[src/rtl/core/keyframe_channel_interpolator_assert.svh]
// ============================================================================
// Assertion macros for the keyframe channel interpolator
// Concurrent checks on clk_i, removed when SYNTH is defined.
// ============================================================================
`ifndef KEYFRAME_CHANNEL_INTERPOLATOR_ASSERT_SVH
`define KEYFRAME_CHANNEL_INTERPOLATOR_ASSERT_SVH
`ifndef SYNTH
`define KCI_ASSERT(name, prop) \
  name: assert property (@(posedge clk_i) disable iff (!rst_ni) prop) \
    else $error("kci assertion failed");
`define KCI_ASSERT_RST(name, prop) \
  name: assert property (@(posedge clk_i) prop) \
    else $error("kci reset assertion failed");
`else
`define KCI_ASSERT(name, prop)
`define KCI_ASSERT_RST(name, prop)
`endif
`endif

[src/rtl/core/kci_pkg.sv]
// ============================================================================
// Keyframe channel interpolator package
// Shared types, constants and the saturation function.
// ============================================================================
package kci_pkg;

  localparam int unsigned SBits = 16;
  localparam int unsigned HBits = 20;
  localparam int unsigned AccBits = 68;

  localparam logic [1:0] FuncStep   = 2'd0;
  localparam logic [1:0] FuncLinear = 2'd1;
  localparam logic [1:0] FuncCubic  = 2'd2;
  localparam logic [1:0] FuncUnused = 2'd3;

  localparam logic signed [31:0] ValMax = 32'sh7fffffff;
  localparam logic signed [31:0] ValMin = 32'sh80000000;

  typedef struct packed {
    logic [1:0]         func;
    logic signed [31:0] p0;
    logic signed [31:0] p1;
    logic signed [31:0] g0;
    logic signed [31:0] g1;
    logic [31:0]        delta;
    logic signed [32:0] diff;
    logic               s_zero;
    logic               s_one;
  } kci_item_t;

  typedef struct packed {
    logic               clip;
    logic signed [31:0] val;
  } kci_sat_t;

  function automatic kci_sat_t sat32(input logic signed [AccBits-1:0] x);
    kci_sat_t r;
    r.clip = 1'b0;
    r.val  = x[31:0];
    if (x > AccBits'(ValMax)) begin
      r.clip = 1'b1;
      r.val  = ValMax;
    end else if (x < AccBits'(ValMin)) begin
      r.clip = 1'b1;
      r.val  = ValMin;
    end
    return r;
  endfunction

endpackage

[src/rtl/core/kci_divider.sv]
// ============================================================================
// Fraction divider
// Pipelined restoring divider, one quotient bit per stage, giving s in Q1.16.
// ============================================================================
module kci_divider (
  input  logic                        clk_i,
  input  logic                        rst_ni,
  input  logic                        en_i,
  input  logic                        valid_i,
  input  kci_pkg::kci_item_t          item_i,
  input  logic [31:0]                 rem_i,
  output logic                        valid_o,
  output kci_pkg::kci_item_t          item_o,
  output logic [kci_pkg::SBits:0]     s_o
);

  localparam int unsigned N = kci_pkg::SBits;

  logic               valid_q [N];
  kci_pkg::kci_item_t item_q  [N];
  logic [31:0]        rem_q   [N];
  logic [N-1:0]       quo_q   [N];

  for (genvar i = 0; i < N; i++) begin : g_step
    logic               v_in;
    kci_pkg::kci_item_t it_in;
    logic [31:0]        r_in;
    logic [N-1:0]       q_in;
    logic [32:0]        r2;
    logic               ge;
    logic [32:0]        r_sub;

    if (i == 0) begin : g_first
      assign v_in  = valid_i;
      assign it_in = item_i;
      assign r_in  = rem_i;
      assign q_in  = '0;
    end else begin : g_next
      assign v_in  = valid_q[i-1];
      assign it_in = item_q[i-1];
      assign r_in  = rem_q[i-1];
      assign q_in  = quo_q[i-1];
    end

    assign r2    = {r_in, 1'b0};
    assign ge    = r2 >= {1'b0, it_in.delta};
    assign r_sub = r2 - {1'b0, it_in.delta};

    always_ff @(posedge clk_i or negedge rst_ni) begin
      if (!rst_ni) begin
        valid_q[i] <= 1'b0;
      end else if (en_i) begin
        valid_q[i] <= v_in;
      end
    end

    always_ff @(posedge clk_i) begin
      if (en_i) begin
        item_q[i] <= it_in;
        rem_q[i]  <= ge ? r_sub[31:0] : r2[31:0];
        quo_q[i]  <= {q_in[N-2:0], ge};
      end
    end
  end

  assign valid_o = valid_q[N-1];
  assign item_o  = item_q[N-1];

  always_comb begin
    if (item_q[N-1].s_one) begin
      s_o = {1'b1, {N{1'b0}}};
    end else if (item_q[N-1].s_zero) begin
      s_o = '0;
    end else begin
      s_o = {1'b0, quo_q[N-1]};
    end
  end

endmodule

[config.mk]
export PLATFORM = sky130hd
export DESIGN_NAME = kci_divider
export DESIGN_NICKNAME = d
export VERILOG_FILES = /design/src/rtl/core/keyframe_channel_interpolator_assert.svh /design/src/rtl/core/kci_pkg.sv /design/src/rtl/core/kci_divider.sv
export SDC_FILE = /design/constraint.sdc
export NUM_CORES = 2
export LEC_CHECK = 0
export ABC_AREA = 0
export BUFFER_PORTS_ARGS = -buffer_cell sky130_fd_sc_hd__clkbuf_2
export CORE_MARGIN = 5
export CORE_UTILIZATION = 55
export CTS_CLUSTER_SIZE = 24
export DETAILED_ROUTE_END_ITERATION = 10
export GPL_ROUTABILITY_DRIVEN = 0
export PLACE_DENSITY = 0.72
export SLEW_MARGIN = 10
export SYNTH_ARGS = -nofsm -noshare
export SYNTH_HDL_FRONTEND = slang
export SYNTH_SLANG_ARGS = --single-unit
[constraint.sdc]
create_clock -name clk_i -period 5.83 [get_ports clk_i]
set_clock_uncertainty 0.05 [all_clocks]
set_input_delay 0.2915 -clock clk_i [delete_from_list [all_inputs] [get_ports clk_i]]
set_output_delay 0.2915 -clock clk_i [all_outputs]
set_load 0.03 [all_outputs]
==> results.toml <==
[worst_setup_path]
r2r_setup_slack_ns = 1.33
critPathTopFamily = "compound AO/OA/AOI/OAI gates"
critPathMaxStageDelay_ns = 0.68
critical_path.cell_chain = "dlygate4sd3_1, clkbuf_2, inv_1, ha_1, a21oi_1, o21ai_0, o21ai_0, nand3_1, o41ai_2, o31ai_1, a21oi_1, a21oi_1, o21ai_4, buf_4, o21ai_0, dlygate4sd3_1"
crit_required_ns = 6.41
critPathArrivalTime_ns = 5.23
cp-start-kind = "input port"
path_class = "in2reg"
crit_fanout = 35
end_kind = "register"
crit_slowest_cell = "o21ai_4"
worst-path-buf-inv = 5

[die]
die_area_mm2 = 0.275
rows = 188
die_w_um = 524
core_mm2 = 0.263
pin_count = 448
die_y_um = 524
initial_utilization_pct = 55.3

[global_route]
grtUsageMet1_pct = 22.3
grtUsageMet2_pct = 29.1
grt_overflow = 0
antenna_found_initial = 1
grt_usage_pct = 17.1
grt-busiest-layer = "met2"
grt_start_max_net_pins = 207
use_met3_pct = 2.70
first_global_vias = 72600
grt_pass1_wl_mm = 381

[finish]
drive_gt1_share_pct = 12.6
nets = 10500
syn_to_final_growth_pct = 15.3

[sta]
finalMaxSlewViolations = 0
fin_crit_sh_pct = 79.7
hold_viol = 0
rsz0062_at_grt = "false"
worst_slew_pin_slew_ns = 1.24
setup_violations = 0
max_freq_mhz = 215
timing.hold.ws_ns = 0.0912
fin_setup_tns_ns = 0
period_minus_slack_ns = 4.65
relSlewSlack_pct = 17.6

[cts]
clock_sinks = 3784
cts_resized = 0
cts-root-buf = "clkbuf_16"
cts_tree = "yes"
clk_latency_ns = 0.88
clk_path_buf_depth = 4
cts_setup_buffers = 0
clk_pin_slew_ns = 0.06
htreeDepth = 5
numCtsBuffers = 365

[place]
io_buffers = 447
dp_hpwl_mm = 148

[synthesis]
synth_commonest_cells = "edfxtp_1 (3768), inv_1 (627), ha_1 (511)"
synth_top_area_share_pct = 77.8
dominantRegCellSynth = "edfxtp_1"
synth-simple-area-share_pct = 4.59
synth.area.top_cells = "edfxtp_1 (78%), ha_1 (4.4%), a21oi_1 (1.7%)"
synth-seq-area-share_pct = 78.1
muxShareOfSynthArea_pct = 1.06
synth_most_common_cell = "edfxtp_1"
synth_compound_area_share_pct = 7.19
synthAdderAreaFrac_pct = 4.60
synth.avg_cell_area_um2 = 16.8
synthArstFlopShare_pct = 0.423
synthCells = 8667
synth_xor_area_share_pct = 2.38
synth_edf_count = 3768
ys_ff_latch = 3784
synth_area_mm2 = 0.145
syn_nets = 9426
yosysTopAreaCell = "edfxtp_1"
synth_top_family_by_area = "compound AO/OA/AOI/OAI gates"
synth.distinct_cells = 90
ys_warn_count = 0

[run_status]
outcome = "complete, no violations"

[power]
p_leak_nw = 62.8
intPower_mw = 56.1
p_sw_share_pct = 28.3
p_comb_share_pct = 24.3
pwr_density_cell_mw_per_mm2 = 467
power_switching_mw = 22.1
worst_ir_drop_vdd_uv = 304
pwr-share-clk_pct = 29.6
seq_power_share_pct = 46.1

[route]
vias = 72400
wirelength_mm = 236
drc_errors = 0
dr.pass1.iters = 6
drt_first_iter_violations = 5964
drt.antenna.violating_nets = 0
vias_per_cell = 5.34
wl_per_cell_um = 17.4

[hold_path]
hold_class = "in2reg"

[run]
max_cap_viol_count = 0
cell usage in the layout, fill, tap and decap left out, types with 41 or more instances in the layout:
| cell type | count |
|---|---|
| edfxtp_1 | 3768 |
| inv_1 | 627 |
| ha_1 | 511 |
| a21oi_1 | 480 |
| nand2_1 | 451 |
| clkbuf_2 | 446 |
| o21ai_0 | 381 |
| clkbuf_16 | 371 |
| dlygate4sd3_1 | 341 |
| nor2_1 | 317 |
| a21o_1 | 248 |
| xnor2_1 | 238 |
| xor2_1 | 157 |
| mux2_2 | 115 |
| nand3_1 | 86 |
| clkinv_1 | 79 |
| nor2b_1 | 77 |
| nand2b_1 | 77 |
| o21a_1 | 73 |
| nor3_1 | 72 |
| nand4_1 | 69 |
| buf_4 | 64 |
| clkbuf_1 | 61 |
| o21bai_1 | 58 |
| o21ai_1 | 57 |
| clkinv_2 | 49 |
| and3_1 | 48 |
| a31oi_1 | 46 |
| a211oi_1 | 46 |
| o31ai_1 | 41 |
| bufinv_16 | 41 |
through the flow:
stage	total power [mW]	instances	util (%)	worst slack, ns	area [um2]
6_report	78.3	13600	63.8	1.18	168000
5_1_grt	82.6	13600	63.8	0.947	168000
4_1_cts	78.7	13600	63.8	1.37	168000
3_5_place_dp	55.1	12600	58.0	1.37	152000
3_3_place_gp	54.2	12600	58.0	1.48	152000
2_1_floorplan	50.4	8667	-	2.24	145000
final timing paths:
check | depth (start not counted) | start | end
min in group asynchronous | 3 | rst_ni | g_step[15].v_in$_DFFE_PN0P_
setup reg to reg | 11 | rem_q[0][13]$_DFFE_PP_ | rem_q[0][46]$_DFFE_PP_
max in group asynchronous | 3 | rst_ni | g_step[3].v_in$_DFFE_PN0P_
hold / removal | 2 | item_i[85] | item_q[0][85]$_DFFE_PP_
hold reg to reg | 0 | item_q[3][15]$_DFFE_PP_ | item_q[4][15]$_DFFE_PP_
setup / recovery | 16 | item_i[45] | rem_q[0][10]$_DFFE_PP_
power by group through the flow:
stage               clock (mW)  sequential, mW  combinational, mW
global route              25.2            36.4               21.1
finish                    23.2            36.1               19.0
CTS                       23.8            36.0               18.8
detailed placement           0            36.6               18.5
global placement             0            36.5               17.7
floorplan                    0            36.0               14.4
routing by layer:
layer	vias to the layer above	share of wire (%)	wire (um)
met3	624	5.0	11900
met2	2268	49	117000
met4	0	3.9	9210
met5	-	0	0
met1	34500	42	98300
li1	35000	-	-
cell families (layout without fill, tap and decap cells):
| family | after synthesis | after routing |
|---|---|---|
| flip-flops | 3784 | 3784 |
| AO/OA/AOI/OAI | 1670 | 1670 |
| AND/OR/NAND/NOR | 1389 | 1389 |
| buffers and inverters | 765 | 2145 |
| adder cells (fa/ha/maj) | 526 | 526 |
| XOR/XNOR | 395 | 395 |
| multiplexers | 138 | 138 |
| other | 0 | 1 |
what timing repair did:
action / 4_1_cts / 5_1_grt
setup endpoints to repair: 0 / 0
hold buffers: 341 / 0
hold endpoints to repair: 271 / 0
registers in the layout, summed over array words and instances, names as in the netlist:
signal / count
item_q: 3152
rem_q: 480
quo_q: 136
g_step.v_in: 15
valid_o: 1
cell type report:
class,count,area [um2]
Antenna cell,1,2.50
Clock buffer,432,9510
Clock inverter,214,2370
Fill cell,17600,95100
Inverter,630,2360
Multi-Input combinational cell,4118,28900
Sequential cell,3784,114000
Tap cell,3515,4400
Timing Repair Buffer,869,6490
No activity file was read; power rests on OpenSTA's default activity.
